===== src/sv/spbb_pkg.sv =====
// Shared types, constants and arithmetic helpers for the skewed polygon bounding box block.
package spbb_pkg;

    // Field widths.
    localparam int COORD_W = 16;
    localparam int SKEW_W  = 13;
    localparam int ROT_W   = 18;

    // The shear tangent is in units of 1/2048, so a product is scaled back by 11 bits.
    localparam int SKEW_SHIFT = 11;

    // Product widths for the two shear multiplies.
    localparam int PROD1_W = COORD_W + SKEW_W;
    localparam int PROD2_W = ROT_W + SKEW_W;
    localparam int QUOT_W  = PROD2_W - SKEW_SHIFT;

    // Limits of the usable shear tangent.
    localparam logic signed [SKEW_W-1:0] SKEW_HI = SKEW_W'(1 << SKEW_SHIFT);
    localparam logic signed [SKEW_W-1:0] SKEW_LO = -SKEW_W'(1 << SKEW_SHIFT);

    // Bias that turns an arithmetic shift into a division truncating toward zero.
    localparam logic signed [PROD2_W-1:0] SHEAR_BIAS = PROD2_W'((1 << SKEW_SHIFT) - 1);

    // Rotation pipeline depth and the decoupling queue between front and back.
    localparam int FRONT_STAGES = 3;
    localparam int QDEPTH       = 8;
    localparam int QPTR_W       = $clog2(QDEPTH);
    localparam int QLVL_W       = $clog2(QDEPTH + 1);
    localparam int CREDIT_W     = $clog2(QDEPTH + FRONT_STAGES + 1);

    // One rotated corner as it waits in the queue.
    typedef struct packed {
        logic signed [ROT_W-1:0] xr;
        logic signed [ROT_W-1:0] yr;
        logic                    last;
    } corner_t;

    // Queue status seen by the front and the back.
    typedef struct packed {
        logic [QLVL_W-1:0] level;
        logic              head_valid;
    } queue_stat_t;

    // Clamp a written shear tangent to the range of a unit shear.
    function automatic logic signed [SKEW_W-1:0] clamp_skew(input logic signed [SKEW_W-1:0] s);
        logic signed [SKEW_W-1:0] r;
        if (s < SKEW_LO)
        begin
            r = SKEW_LO;
        end
        else if (s > SKEW_HI)
        begin
            r = SKEW_HI;
        end
        else
        begin
            r = s;
        end
        return r;
    endfunction

    // Divide a product by 2048, truncating toward zero.
    function automatic logic signed [QUOT_W-1:0] shear_scale(input logic signed [PROD2_W-1:0] p);
        logic signed [PROD2_W-1:0] adj;
        adj = p[PROD2_W-1] ? (p + SHEAR_BIAS) : p;
        return adj[PROD2_W-1:SKEW_SHIFT];
    endfunction

endpackage


===== src/sv/spbb_front.sv =====
// Front end: holds the shear register and rotates each accepted corner in a three stage pipeline.
module spbb_front (
    input  logic                                  clk,
    input  logic                                  rst_n,
    input  logic                                  skew_wr_en,
    input  logic signed [spbb_pkg::SKEW_W-1:0]    skew_wr_data,
    input  logic                                  in_valid,
    output logic                                  in_stall,
    input  logic signed [spbb_pkg::COORD_W-1:0]   corner_x,
    input  logic signed [spbb_pkg::COORD_W-1:0]   corner_y,
    input  logic                                  last_corner,
    input  spbb_pkg::queue_stat_t                 qstat,
    output logic                                  push,
    output spbb_pkg::corner_t                     push_data
);

    logic signed [spbb_pkg::SKEW_W-1:0]  skew_reg;
    logic signed [spbb_pkg::SKEW_W-1:0]  skew_next;

    logic [spbb_pkg::FRONT_STAGES-1:0]   valid_reg;
    logic [spbb_pkg::FRONT_STAGES-1:0]   valid_next;

    // Stage 1: first product x * skew.
    logic signed [spbb_pkg::PROD1_W-1:0] p1_reg;
    logic signed [spbb_pkg::COORD_W-1:0] x1_reg;
    logic signed [spbb_pkg::COORD_W-1:0] y1_reg;
    logic                                last1_reg;

    // Stage 2: sheared y.
    logic signed [spbb_pkg::ROT_W-1:0]   yr2_reg;
    logic signed [spbb_pkg::COORD_W-1:0] x2_reg;
    logic                                last2_reg;

    // Stage 3: second product yr * skew.
    logic signed [spbb_pkg::PROD2_W-1:0] p2_reg;
    logic signed [spbb_pkg::ROT_W-1:0]   yr3_reg;
    logic signed [spbb_pkg::COORD_W-1:0] x3_reg;
    logic                                last3_reg;

    logic signed [spbb_pkg::QUOT_W-1:0]  q1;
    logic signed [spbb_pkg::QUOT_W-1:0]  q2;
    logic signed [spbb_pkg::ROT_W-1:0]   yr2;
    logic [spbb_pkg::CREDIT_W-1:0]       credit_used;
    logic                                accept;

    // Every corner in flight already owns a queue slot, so the pipeline never stalls.
    assign credit_used = spbb_pkg::CREDIT_W'(qstat.level)
                       + spbb_pkg::CREDIT_W'($countones(valid_reg));
    assign in_stall    = (credit_used >= spbb_pkg::CREDIT_W'(spbb_pkg::QDEPTH));
    assign accept      = in_valid && !in_stall;

    assign skew_next  = skew_wr_en ? spbb_pkg::clamp_skew(skew_wr_data) : skew_reg;
    assign valid_next = {valid_reg[spbb_pkg::FRONT_STAGES-2:0], accept};

    assign q1  = spbb_pkg::shear_scale(spbb_pkg::PROD2_W'(p1_reg));
    assign yr2 = spbb_pkg::ROT_W'(y1_reg) - q1[spbb_pkg::ROT_W-1:0];
    assign q2  = spbb_pkg::shear_scale(p2_reg);

    assign push           = valid_reg[spbb_pkg::FRONT_STAGES-1];
    assign push_data.xr   = spbb_pkg::ROT_W'(x3_reg) + q2[spbb_pkg::ROT_W-1:0];
    assign push_data.yr   = yr3_reg;
    assign push_data.last = last3_reg;

    always_ff @(posedge clk or negedge rst_n)
    begin
        if (!rst_n)
        begin
            skew_reg  <= '0;
            valid_reg <= '0;
        end
        else
        begin
            skew_reg  <= skew_next;
            valid_reg <= valid_next;
        end
    end

    always_ff @(posedge clk)
    begin
        p1_reg    <= spbb_pkg::PROD1_W'(corner_x) * spbb_pkg::PROD1_W'(skew_reg);
        x1_reg    <= corner_x;
        y1_reg    <= corner_y;
        last1_reg <= last_corner;

        yr2_reg   <= yr2;
        x2_reg    <= x1_reg;
        last2_reg <= last1_reg;

        p2_reg    <= spbb_pkg::PROD2_W'(yr2_reg) * spbb_pkg::PROD2_W'(skew_reg);
        yr3_reg   <= yr2_reg;
        x3_reg    <= x2_reg;
        last3_reg <= last2_reg;
    end

`ifndef SYNTHESIS
    // Corners in the pipeline plus corners queued never outnumber the queue slots.
    assert property (@(posedge clk) disable iff (!rst_n)
        credit_used <= spbb_pkg::CREDIT_W'(spbb_pkg::QDEPTH))
        else $error("front: more corners in flight than queue slots");
`endif

endmodule


===== src/sv/spbb_queue.sv =====
// Short queue of rotated corners between the front end and the accumulator.
module spbb_queue (
    input  logic                   clk,
    input  logic                   rst_n,
    input  logic                   push,
    input  spbb_pkg::corner_t      push_data,
    input  logic                   pop,
    output spbb_pkg::corner_t      head,
    output spbb_pkg::queue_stat_t  qstat
);

    spbb_pkg::corner_t                entry_reg [spbb_pkg::QDEPTH];
    logic [spbb_pkg::QPTR_W-1:0]      wr_ptr_reg;
    logic [spbb_pkg::QPTR_W-1:0]      wr_ptr_next;
    logic [spbb_pkg::QPTR_W-1:0]      rd_ptr_reg;
    logic [spbb_pkg::QPTR_W-1:0]      rd_ptr_next;
    logic [spbb_pkg::QLVL_W-1:0]      level_reg;
    logic [spbb_pkg::QLVL_W-1:0]      level_next;

    assign head             = entry_reg[rd_ptr_reg];
    assign qstat.level      = level_reg;
    assign qstat.head_valid = (level_reg != '0);

    always_comb
    begin
        wr_ptr_next = push ? wr_ptr_reg + 1'b1 : wr_ptr_reg;
        rd_ptr_next = pop ? rd_ptr_reg + 1'b1 : rd_ptr_reg;
        level_next  = level_reg;
        if (push && !pop)
        begin
            level_next = level_reg + 1'b1;
        end
        else if (pop && !push)
        begin
            level_next = level_reg - 1'b1;
        end
    end

    always_ff @(posedge clk or negedge rst_n)
    begin
        if (!rst_n)
        begin
            wr_ptr_reg <= '0;
            rd_ptr_reg <= '0;
            level_reg  <= '0;
        end
        else
        begin
            wr_ptr_reg <= wr_ptr_next;
            rd_ptr_reg <= rd_ptr_next;
            level_reg  <= level_next;
        end
    end

    always_ff @(posedge clk)
    begin
        if (push)
        begin
            entry_reg[wr_ptr_reg] <= push_data;
        end
    end

`ifndef SYNTHESIS
    // A write never lands in a full queue.
    assert property (@(posedge clk) disable iff (!rst_n)
        push |-> (level_reg != spbb_pkg::QLVL_W'(spbb_pkg::QDEPTH)))
        else $error("queue: push while full");

    // A read never takes from an empty queue.
    assert property (@(posedge clk) disable iff (!rst_n)
        pop |-> (level_reg != '0))
        else $error("queue: pop while empty");
`endif

endmodule


===== src/sv/spbb_back.sv =====
// Back end: running minimum and maximum of rotated corners and the registered box result.
module spbb_back (
    input  logic                                clk,
    input  logic                                rst_n,
    input  spbb_pkg::corner_t                   head,
    input  spbb_pkg::queue_stat_t               qstat,
    output logic                                pop,
    output logic                                out_valid,
    input  logic                                out_stall,
    output logic signed [spbb_pkg::ROT_W-1:0]   left_x,
    output logic signed [spbb_pkg::ROT_W-1:0]   top_y,
    output logic [spbb_pkg::ROT_W-1:0]          box_width,
    output logic [spbb_pkg::ROT_W-1:0]          box_height
);

    logic signed [spbb_pkg::ROT_W-1:0] min_x_reg, min_x_next;
    logic signed [spbb_pkg::ROT_W-1:0] min_y_reg, min_y_next;
    logic signed [spbb_pkg::ROT_W-1:0] max_x_reg, max_x_next;
    logic signed [spbb_pkg::ROT_W-1:0] max_y_reg, max_y_next;
    logic                              first_reg, first_next;
    logic                              out_valid_reg, out_valid_next;
    logic signed [spbb_pkg::ROT_W-1:0] left_reg, left_next;
    logic signed [spbb_pkg::ROT_W-1:0] top_reg, top_next;
    logic [spbb_pkg::ROT_W-1:0]        width_reg, width_next;
    logic [spbb_pkg::ROT_W-1:0]        height_reg, height_next;

    logic signed [spbb_pkg::ROT_W-1:0] hx;
    logic signed [spbb_pkg::ROT_W-1:0] hy;
    logic signed [spbb_pkg::ROT_W-1:0] nmin_x, nmin_y, nmax_x, nmax_y;
    logic                              pop_last;

    assign hx = head.xr;
    assign hy = head.yr;

    // A last corner waits only while the previous box still sits unread in the output.
    assign pop      = qstat.head_valid && !(head.last && out_valid_reg && out_stall);
    assign pop_last = pop && head.last;

    always_comb
    begin
        if (first_reg)
        begin
            nmin_x = hx;
            nmax_x = hx;
            nmin_y = hy;
            nmax_y = hy;
        end
        else
        begin
            nmin_x = (hx < min_x_reg) ? hx : min_x_reg;
            nmax_x = (hx > max_x_reg) ? hx : max_x_reg;
            nmin_y = (hy < min_y_reg) ? hy : min_y_reg;
            nmax_y = (hy > max_y_reg) ? hy : max_y_reg;
        end
    end

    always_comb
    begin
        min_x_next     = min_x_reg;
        min_y_next     = min_y_reg;
        max_x_next     = max_x_reg;
        max_y_next     = max_y_reg;
        first_next     = first_reg;
        left_next      = left_reg;
        top_next       = top_reg;
        width_next     = width_reg;
        height_next    = height_reg;
        out_valid_next = out_valid_reg && out_stall;
        if (pop)
        begin
            min_x_next = nmin_x;
            min_y_next = nmin_y;
            max_x_next = nmax_x;
            max_y_next = nmax_y;
            first_next = head.last;
        end
        if (pop_last)
        begin
            left_next      = nmin_x;
            top_next       = nmin_y;
            width_next     = nmax_x - nmin_x;
            height_next    = nmax_y - nmin_y;
            out_valid_next = 1'b1;
        end
    end

    always_ff @(posedge clk or negedge rst_n)
    begin
        if (!rst_n)
        begin
            min_x_reg     <= '0;
            min_y_reg     <= '0;
            max_x_reg     <= '0;
            max_y_reg     <= '0;
            first_reg     <= 1'b1;
            out_valid_reg <= 1'b0;
        end
        else
        begin
            min_x_reg     <= min_x_next;
            min_y_reg     <= min_y_next;
            max_x_reg     <= max_x_next;
            max_y_reg     <= max_y_next;
            first_reg     <= first_next;
            out_valid_reg <= out_valid_next;
        end
    end

    always_ff @(posedge clk)
    begin
        left_reg   <= left_next;
        top_reg    <= top_next;
        width_reg  <= width_next;
        height_reg <= height_next;
    end

    assign out_valid  = out_valid_reg;
    assign left_x     = left_reg;
    assign top_y      = top_reg;
    assign box_width  = width_reg;
    assign box_height = height_reg;

`ifndef SYNTHESIS
    // Taking a last corner always presents a box in the next cycle and rearms the accumulator.
    assert property (@(posedge clk) disable iff (!rst_n)
        pop_last |=> (out_valid_reg && first_reg))
        else $error("back: last corner did not produce a box");
`endif

endmodule


===== src/sv/skewed_polygon_bounding_box.sv =====
// Top level of the skewed polygon bounding box block.
//
// Corners of a polygon arrive one per input transaction on corner_x, corner_y and
// last_corner, under in_valid and in_stall. Each corner is deskewed by two shear steps
// using the skew register, and the block tracks the minimum and maximum of the rotated
// coordinates. The corner marked last produces one output transaction carrying left_x,
// top_y, box_width and box_height under out_valid and out_stall; other corners give none.
// The skew register is written through skew_wr_en and skew_wr_data. The user must write it
// only while idle; the block itself does not enforce this. Values beyond a unit shear are
// clamped when written. Throughput is one corner per cycle while in_stall is low. A corner
// passes the rotation pipeline, then the queue, and the box is registered when the last
// corner leaves the queue. in_stall rises when the corners in the pipeline and the queue
// together fill the eight queue slots, which is what limits the intake under output stall.
// While out_stall holds a box, non-last corners keep accumulating; a following last corner
// waits in the queue until the box is taken. Reset clears skew to zero, empties the
// pipeline and queue, and makes the next corner start a new polygon.
module skewed_polygon_bounding_box (
    input  logic                                clk,
    input  logic                                rst_n,
    input  logic                                skew_wr_en,
    input  logic signed [spbb_pkg::SKEW_W-1:0]  skew_wr_data,
    input  logic                                in_valid,
    output logic                                in_stall,
    input  logic signed [spbb_pkg::COORD_W-1:0] corner_x,
    input  logic signed [spbb_pkg::COORD_W-1:0] corner_y,
    input  logic                                last_corner,
    output logic                                out_valid,
    input  logic                                out_stall,
    output logic signed [spbb_pkg::ROT_W-1:0]   left_x,
    output logic signed [spbb_pkg::ROT_W-1:0]   top_y,
    output logic [spbb_pkg::ROT_W-1:0]          box_width,
    output logic [spbb_pkg::ROT_W-1:0]          box_height
);

    logic                  push;
    logic                  pop;
    spbb_pkg::corner_t     push_data;
    spbb_pkg::corner_t     head;
    spbb_pkg::queue_stat_t qstat;

    // Rotation front end; it reserves a queue slot for every corner it takes.
    spbb_front u_front (
        .clk          (clk),
        .rst_n        (rst_n),
        .skew_wr_en   (skew_wr_en),
        .skew_wr_data (skew_wr_data),
        .in_valid     (in_valid),
        .in_stall     (in_stall),
        .corner_x     (corner_x),
        .corner_y     (corner_y),
        .last_corner  (last_corner),
        .qstat        (qstat),
        .push         (push),
        .push_data    (push_data)
    );

    // Decoupling queue so the rotation keeps running while the output is stalled.
    spbb_queue u_queue (
        .clk       (clk),
        .rst_n     (rst_n),
        .push      (push),
        .push_data (push_data),
        .pop       (pop),
        .head      (head),
        .qstat     (qstat)
    );

    // Accumulator and output register.
    spbb_back u_back (
        .clk        (clk),
        .rst_n      (rst_n),
        .head       (head),
        .qstat      (qstat),
        .pop        (pop),
        .out_valid  (out_valid),
        .out_stall  (out_stall),
        .left_x     (left_x),
        .top_y      (top_y),
        .box_width  (box_width),
        .box_height (box_height)
    );

endmodule

===== config.mk =====
export PLATFORM = sky130hd
export DESIGN_NAME = skewed_polygon_bounding_box
export DESIGN_NICKNAME = d
export VERILOG_FILES = /design/src/sv/spbb_pkg.sv /design/src/sv/spbb_front.sv /design/src/sv/spbb_queue.sv /design/src/sv/spbb_back.sv /design/src/sv/skewed_polygon_bounding_box.sv
export SDC_FILE = /design/constraint.sdc
export NUM_CORES = 2
export LEC_CHECK = 0
export ABC_AREA = 1
export ABC_CLOCK_PERIOD_IN_PS = 5500
export BUFFER_PORTS_ARGS = -buffer_cell sky130_fd_sc_hd__clkbuf_2
export CORE_MARGIN = 2
export CORE_UTILIZATION = 59
export CTS_BUF_LIST = sky130_fd_sc_hd__clkbuf_2 sky130_fd_sc_hd__clkbuf_4 sky130_fd_sc_hd__clkbuf_8
export DETAILED_ROUTE_END_ITERATION = 10
export PLACE_DENSITY = 0.79
export SLEW_MARGIN = 5
export SYNTH_ARGS = -nofsm -noshare
export SYNTH_HDL_FRONTEND = slang
export SYNTH_HIERARCHICAL = 1
export SYNTH_SLANG_ARGS = --single-unit

===== constraint.sdc =====
create_clock -name clk -period 5.5 [get_ports clk]
set_input_delay 0.275 -clock clk [delete_from_list [all_inputs] [get_ports clk]]
set_output_delay 0.275 -clock clk [all_outputs]
set_load 0.02 [all_outputs]

Word-level counts from Yosys, hierarchy flattened

Memory sizes are Yosys's and may differ from the RTL's.
Cells that the tools add are included.

Flip-flop bits (word level): 335
Latch bits: 0
Bits in writable memories: 296
Bits in read-only memories: 0
Input bits: 51
Memories: 1

Memory list:

| memory            | depth | bits a word | rd ports | clocked after memory_dff | wr ports | RTL line         | RTL |
|---|---|---|---|---|---|---|---|
| u_queue.entry_reg | 8     | 37          | 1        | 0                        | 1        | spbb_queue.sv:12 | `spbb_pkg::corner_t entry_reg [spbb_pkg::QDEPTH];` |

Add/sub/neg operators: 13
Multipliers: 2
Divide/modulo/power cells: 0
Order comparisons: 7
Eq/ne operators: 0
Shift-type cells: 0
Muxes and demuxes: 17
Bitwise logic cells: 0
Reductions and logical operators: 14

Operator list:

| operator                                                                | count |
|---|---|
| 18-bit two-way mux                                                      | 8 |
| 29-bit by 12-bit adder with 29-bit output (second input constant)       | 2 |
| 29-bit two-way mux                                                      | 2 |
| 18-bit subtractor                                                       | 3 |
| 18-bit greater-than comparator                                          | 2 |
| 18-bit < comparator                                                     | 2 |
| 18-bit by 13-bit multiplier with 31-bit output                          | 1 |
| 16-bit by 13-bit multiplier with 29-bit output                          | 1 |
| 13-bit two-way mux                                                      | 2 |
| 18-bit adder                                                            | 1 |
| 13-bit greater-than comparator (second input constant)                  | 1 |
| 13-bit by 12-bit < comparator with 1-bit output (second input constant) | 1 |
| 1-bit logical AND                                                       | 8 |
| 4-bit two-way mux                                                       | 2 |
| 3-bit by 1-bit adder with 3-bit output (second input constant)          | 2 |
| 4-bit by 1-bit adder with 4-bit output                                  | 1 |
| 4-bit by 1-bit adder with 4-bit output (second input constant)          | 1 |
| 4-bit adder                                                             | 1 |
| 4-bit >= comparator (second input constant)                             | 1 |
| 1-bit logical NOT                                                       | 4 |
| 4-bit nonzero test                                                      | 1 |
| 4-bit by 1-bit subtractor with 4-bit output (second input constant)     | 1 |
| 1-bit two-way mux                                                       | 3 |
| 1-bit by 1-bit adder with 2-bit output                                  | 1 |
| 2-bit nonzero test                                                      | 1 |

Longest topological paths before layout

An unclocked memory read counts as a cell.

Word-level depth: 8
Depth in mapped cells: 35
Depth with buffers taken out: 31

Hierarchy

The synthesis kept the hierarchy.

By module, submodules not included:

| module     | instances | cells an instance | area an instance (um2) | seq. area each (um2) |
|---|---|---|---|---|
| spbb_front | 1         | 2,732             | 22,978.3               | 3,643.5 |
| spbb_queue | 1         | 1,352             | 13,289.0               | 9,138.8 |
| spbb_back  | 1         | 1,152             | 9,659.3                | 4,015.1 |

Worst setup path before layout

OpenSTA, ideal clock, no wires.

Path kind: reg2reg
From: register u_front/skew_reg[1] (netlist name)
To: register u_front/p2_reg[30] (netlist name)
Arrival time: 5.286 ns
Required time: 5.388 ns
Slack: 0.102 ns
Cell stages (with the launch flop): 24
Period minus slack after synthesis: 5.398 ns
Cell sequence: dfrtp_1 > clkbuf_1 > clkbuf_1 > nand2_1 > fa_1 > inv_1 > fa_1 > inv_1 > fa_1 > inv_1 > fa_1 > inv_1 > fa_1 > inv_1 > ha_1 > ha_1 > nand2_1 > nor2_1 > nand2_1 > or2_0 > nand3_1 > inv_1 > nand2_1 > nand2_1

Longest elaborated chain between the ends: 1

RTL lines:

| item                                           | RTL line         | RTL |
|---|---|---|
| from (decl)                                    | spbb_front.sv:17 | `logic signed [spbb_pkg::SKEW_W-1:0] skew_reg;` |
| from (signal assigned)                         | spbb_front.sv:73 | `skew_reg <= skew_next;` |
| 18-bit by 13-bit multiplier with 31-bit output | spbb_front.sv:89 | `p2_reg <= spbb_pkg::PROD2_W'(yr2_reg) * spbb_pkg::PROD2_W'(skew_reg);` |
| to (signal assigned)                           | spbb_front.sv:89 |  |
| to (decl)                                      | spbb_front.sv:35 | `logic signed [spbb_pkg::PROD2_W-1:0] p2_reg;` |

No other way between the ends.
A chain may end at the register's enable or synchronous reset.

Worst setup path after layout

From: register u_front/skew_reg[12] (netlist name)
To: register u_front/p2_reg[22] (netlist name)

The elaborated chain is that of the path after synthesis.

==> results.py <==
metrics = {
    "sta": {
        "fin_setup_tns_ps": 0,
        "setup_viol": 0,
        "rsz0062_at_grt": "yes",
        "report.final.slew_viol_count": 0,
        "period_share": 0.961,
        "period_needed_ps": 5280,
        "worst_slew_pin_slew_ps": 1010,
        "slew_headroom": 0.320,
        "skew_ps": 75.5,
        "hold_violations": 0,
        "fmax_ghz": 0.189,
        "holdWs_ps": 60.6,
    },
    "yosys": {
        "syn_nets": 6000,
        "synth_cell_types": 58,
        "yosysTopAreaCellShare": 0.241,
        "synth_warnings": 6,
        "synth_cells": 5236,
        "ys_seq_elements": 630,
        "synth.largest_area_cell": "edfxtp_1",
        "synth_edf_count": 368,
        "synth.cell_area_mm2": 0.0459,
        "async_flop_share": 0.159,
        "synth_commonest_cells": "1448 x nand2_1, 1031 x inv_1, 457 x nor2_1, 418 x fa_1, 368 x edfxtp_1",
        "synth-main-ff-cell": "edfxtp_1",
        "synth_area_leaders": "edfxtp_1 24%, fa_1 18%, nand2_1 12%, inv_1 8.4%, ha_1 8.0%",
        "syn_area_per_cell_um2": 8.77,
        "synth.most_common_cell": "nand2_1",
        "ys_seq_area_frac": 0.366,
    },
    "floorplan": {
        "core_mm2": 0.0772,
        "placementRows": 102,
        "ios": 125,
        "die_x_um": 283,
        "die_y_um": 283,
        "die_area_mm2": 0.0801,
        "start_util": 0.595,
    },
    "detailed_routing": {
        "postRouteAntennaNets": 0,
        "drc": 0,
        "detail_route.wl_per_cell_um": 15.7,
        "routed_wl_um": 103000,
        "viasPerCell": 5.14,
        "drtIter0Drc": 2092,
        "dr_total_vias": 33800,
        "firstDrtPassIters": 6,
    },
    "layout": {
        "final_layout_size_suffix_gt1_frac": 0.106,
        "fin_util": 0.662,
        "syn2layout_area_growth_pct": 11.3,
        "nets": 6213,
        "largest_reg_flops": 296,
        "fin_area_mm2": 0.0511,
    },
    "hold_path": {
        "worstHoldStart": "corner_x[2]",
        "whs_path_depth": 2,
        "holdCritPathClass": "in2reg",
    },
    "job": {
        "cap_violations": 0,
    },
    "place": {
        "dpl_cell_area_mm2": 0.0480,
        "globalplace.congestion": 0.899,
        "dp_hpwl_um": 75200,
        "io_buffers": 124,
    },
    "grt": {
        "grt_usage": 0.260,
        "grt_pass1_vias": 34400,
        "antenna_found_initial": 1,
        "grt_max_degree": 79,
        "grt_overflow": 0,
        "grt_pass1_wl_um": 169000,
    },
    "clock_network": {
        "htree_levels": 3,
        "cts_buffers": 103,
        "clk_path_buf_depth": 3,
        "cts_tree": "done",
        "clkTransAtPathRegs_ps": 70,
        "cts_root_buf": "clkbuf_8",
        "clock_sinks": 630,
        "worstSkewPairLatency_ps": 750,
    },
    "setup_path": {
        "crit_arrival_ps": 5910,
        "path_depth": 18,
        "path_class": "reg2reg",
        "cpLargestDelayFamily": "adder cells",
        "startpoint": "u_front/skew_reg[12]",
        "crit_required_ps": 6130,
        "rr_startpoint": "u_front/skew_reg[12]",
        "slowest_stage": "fa_1",
        "cpPeakStageDelay_ps": 540,
        "path_buf_inv": 4,
        "crit_path_start_kind": "register",
        "r2r_cells": 18,
        "crit_fanout": 18,
        "crit_path_frequent_cell": "fa_1",
        "cp-end-kind": "register",
        "worstPathCellList": "inv_1 > buf_12 > or2_2 > fa_1 > fa_1 > inv_1 > fa_1 > fa_1 > fa_1 > fa_1 > ha_4 > nand2_1 > nor2_1 > inv_1 > nor3_1 > nand3_1 > nand3_1 > xor2_2",
    },
    "run_status": {
        "run_status": "completed",
    },
}
==> worst paths after layout <==
kind,endpoint,slack (ps)
max reg2reg,u_front/p2_reg[22],220
min,u_front/x1_reg[2],60
min in group asynchronous,u_back/min_x_reg[10],150
min reg2reg,u_front/x2_reg[8],320
max,u_front/p2_reg[22],220
max in group asynchronous,u_back/max_y_reg[2],4070
==> metrics by stage <==
| stage | instances | setup WS [ps] |
|---|---|---|
| 2_1_floorplan | 5236 | 102 |
| 3_3_place_gp | 6325 | 194 |
| 3_5_place_dp | 6325 | 163 |
| 4_1_cts | 6569 | 120 |
| 5_1_grt | 6579 | -14.3 |
| 6_report | 6579 | 216 |
==> cell type report <==
class	instances	area [µm²]
sequential	630	16800
clock inverter	49	552
tap	1040	1300
multi-input combinational	3392	24600
fill	5959	26100
antenna	1	2.50
inverter	1042	3910
clock buffer	145	1830
timing repair buffer	280	2150
==> repair_timing <==
| action | in CTS | in global routing |
|---|---|---|
| setup buffers | 0 | 8 |
| endpoints found under the hold margin | 96 | 0 |
| hold buffers | 50 | 0 |
| gates resized for setup | 0 | 38 |
| setup endpoints to repair | 0 | 28 |
==> logic make-up after synthesis <==
kind of cell    count (synthesis)  synth area share
compound gates                440            0.0587
xor+xnor                      155            0.0296
fa+ha+maj                     713             0.263
buf+inv                      1214             0.104
flops                         630             0.366
simple gates                 2084             0.180
==> routing by layer <==
layer / routed length [µm] / track usage / up-vias
met1: 41500 / 0.321 / 16000
met2: 51600 / 0.458 / 1098
met3: 6270 / 0.0358 / 237
met5: 0 / 0 / -
met4: 4060 / 0.109 / 0
li1: - / - / 16500
==> cells in the final DEF (no fill, tap or decap), drive strengths merged, types with 5 or more instances in the layout <==
cell,Yosys,layout
nand2,1457,1457
inv,1041,1045
nor2,468,468
fa,418,418
edfxtp,368,368
ha,295,295
clkbuf,79,269
o21ai,218,218
dfxtp,162,162
a21oi,149,149
xor2,108,108
buf,93,106
dfrtp,99,99
nand3,88,88
dlygate4sd3,0,50
xnor2,47,47
clkinv,1,31
nor3,26,26
nand4,24,24
a21o,15,15
or2,13,13
a22o,11,11
bufinv,0,10
o31ai,10,10
a31oi,8,8
a21boi,8,8
o21bai,7,7
clkinvlp,0,5
o211ai,5,5
Power is left out: the tool's default activity adds up to more than one toggle a clock period on the data nets, which glitch-free logic cannot reach.
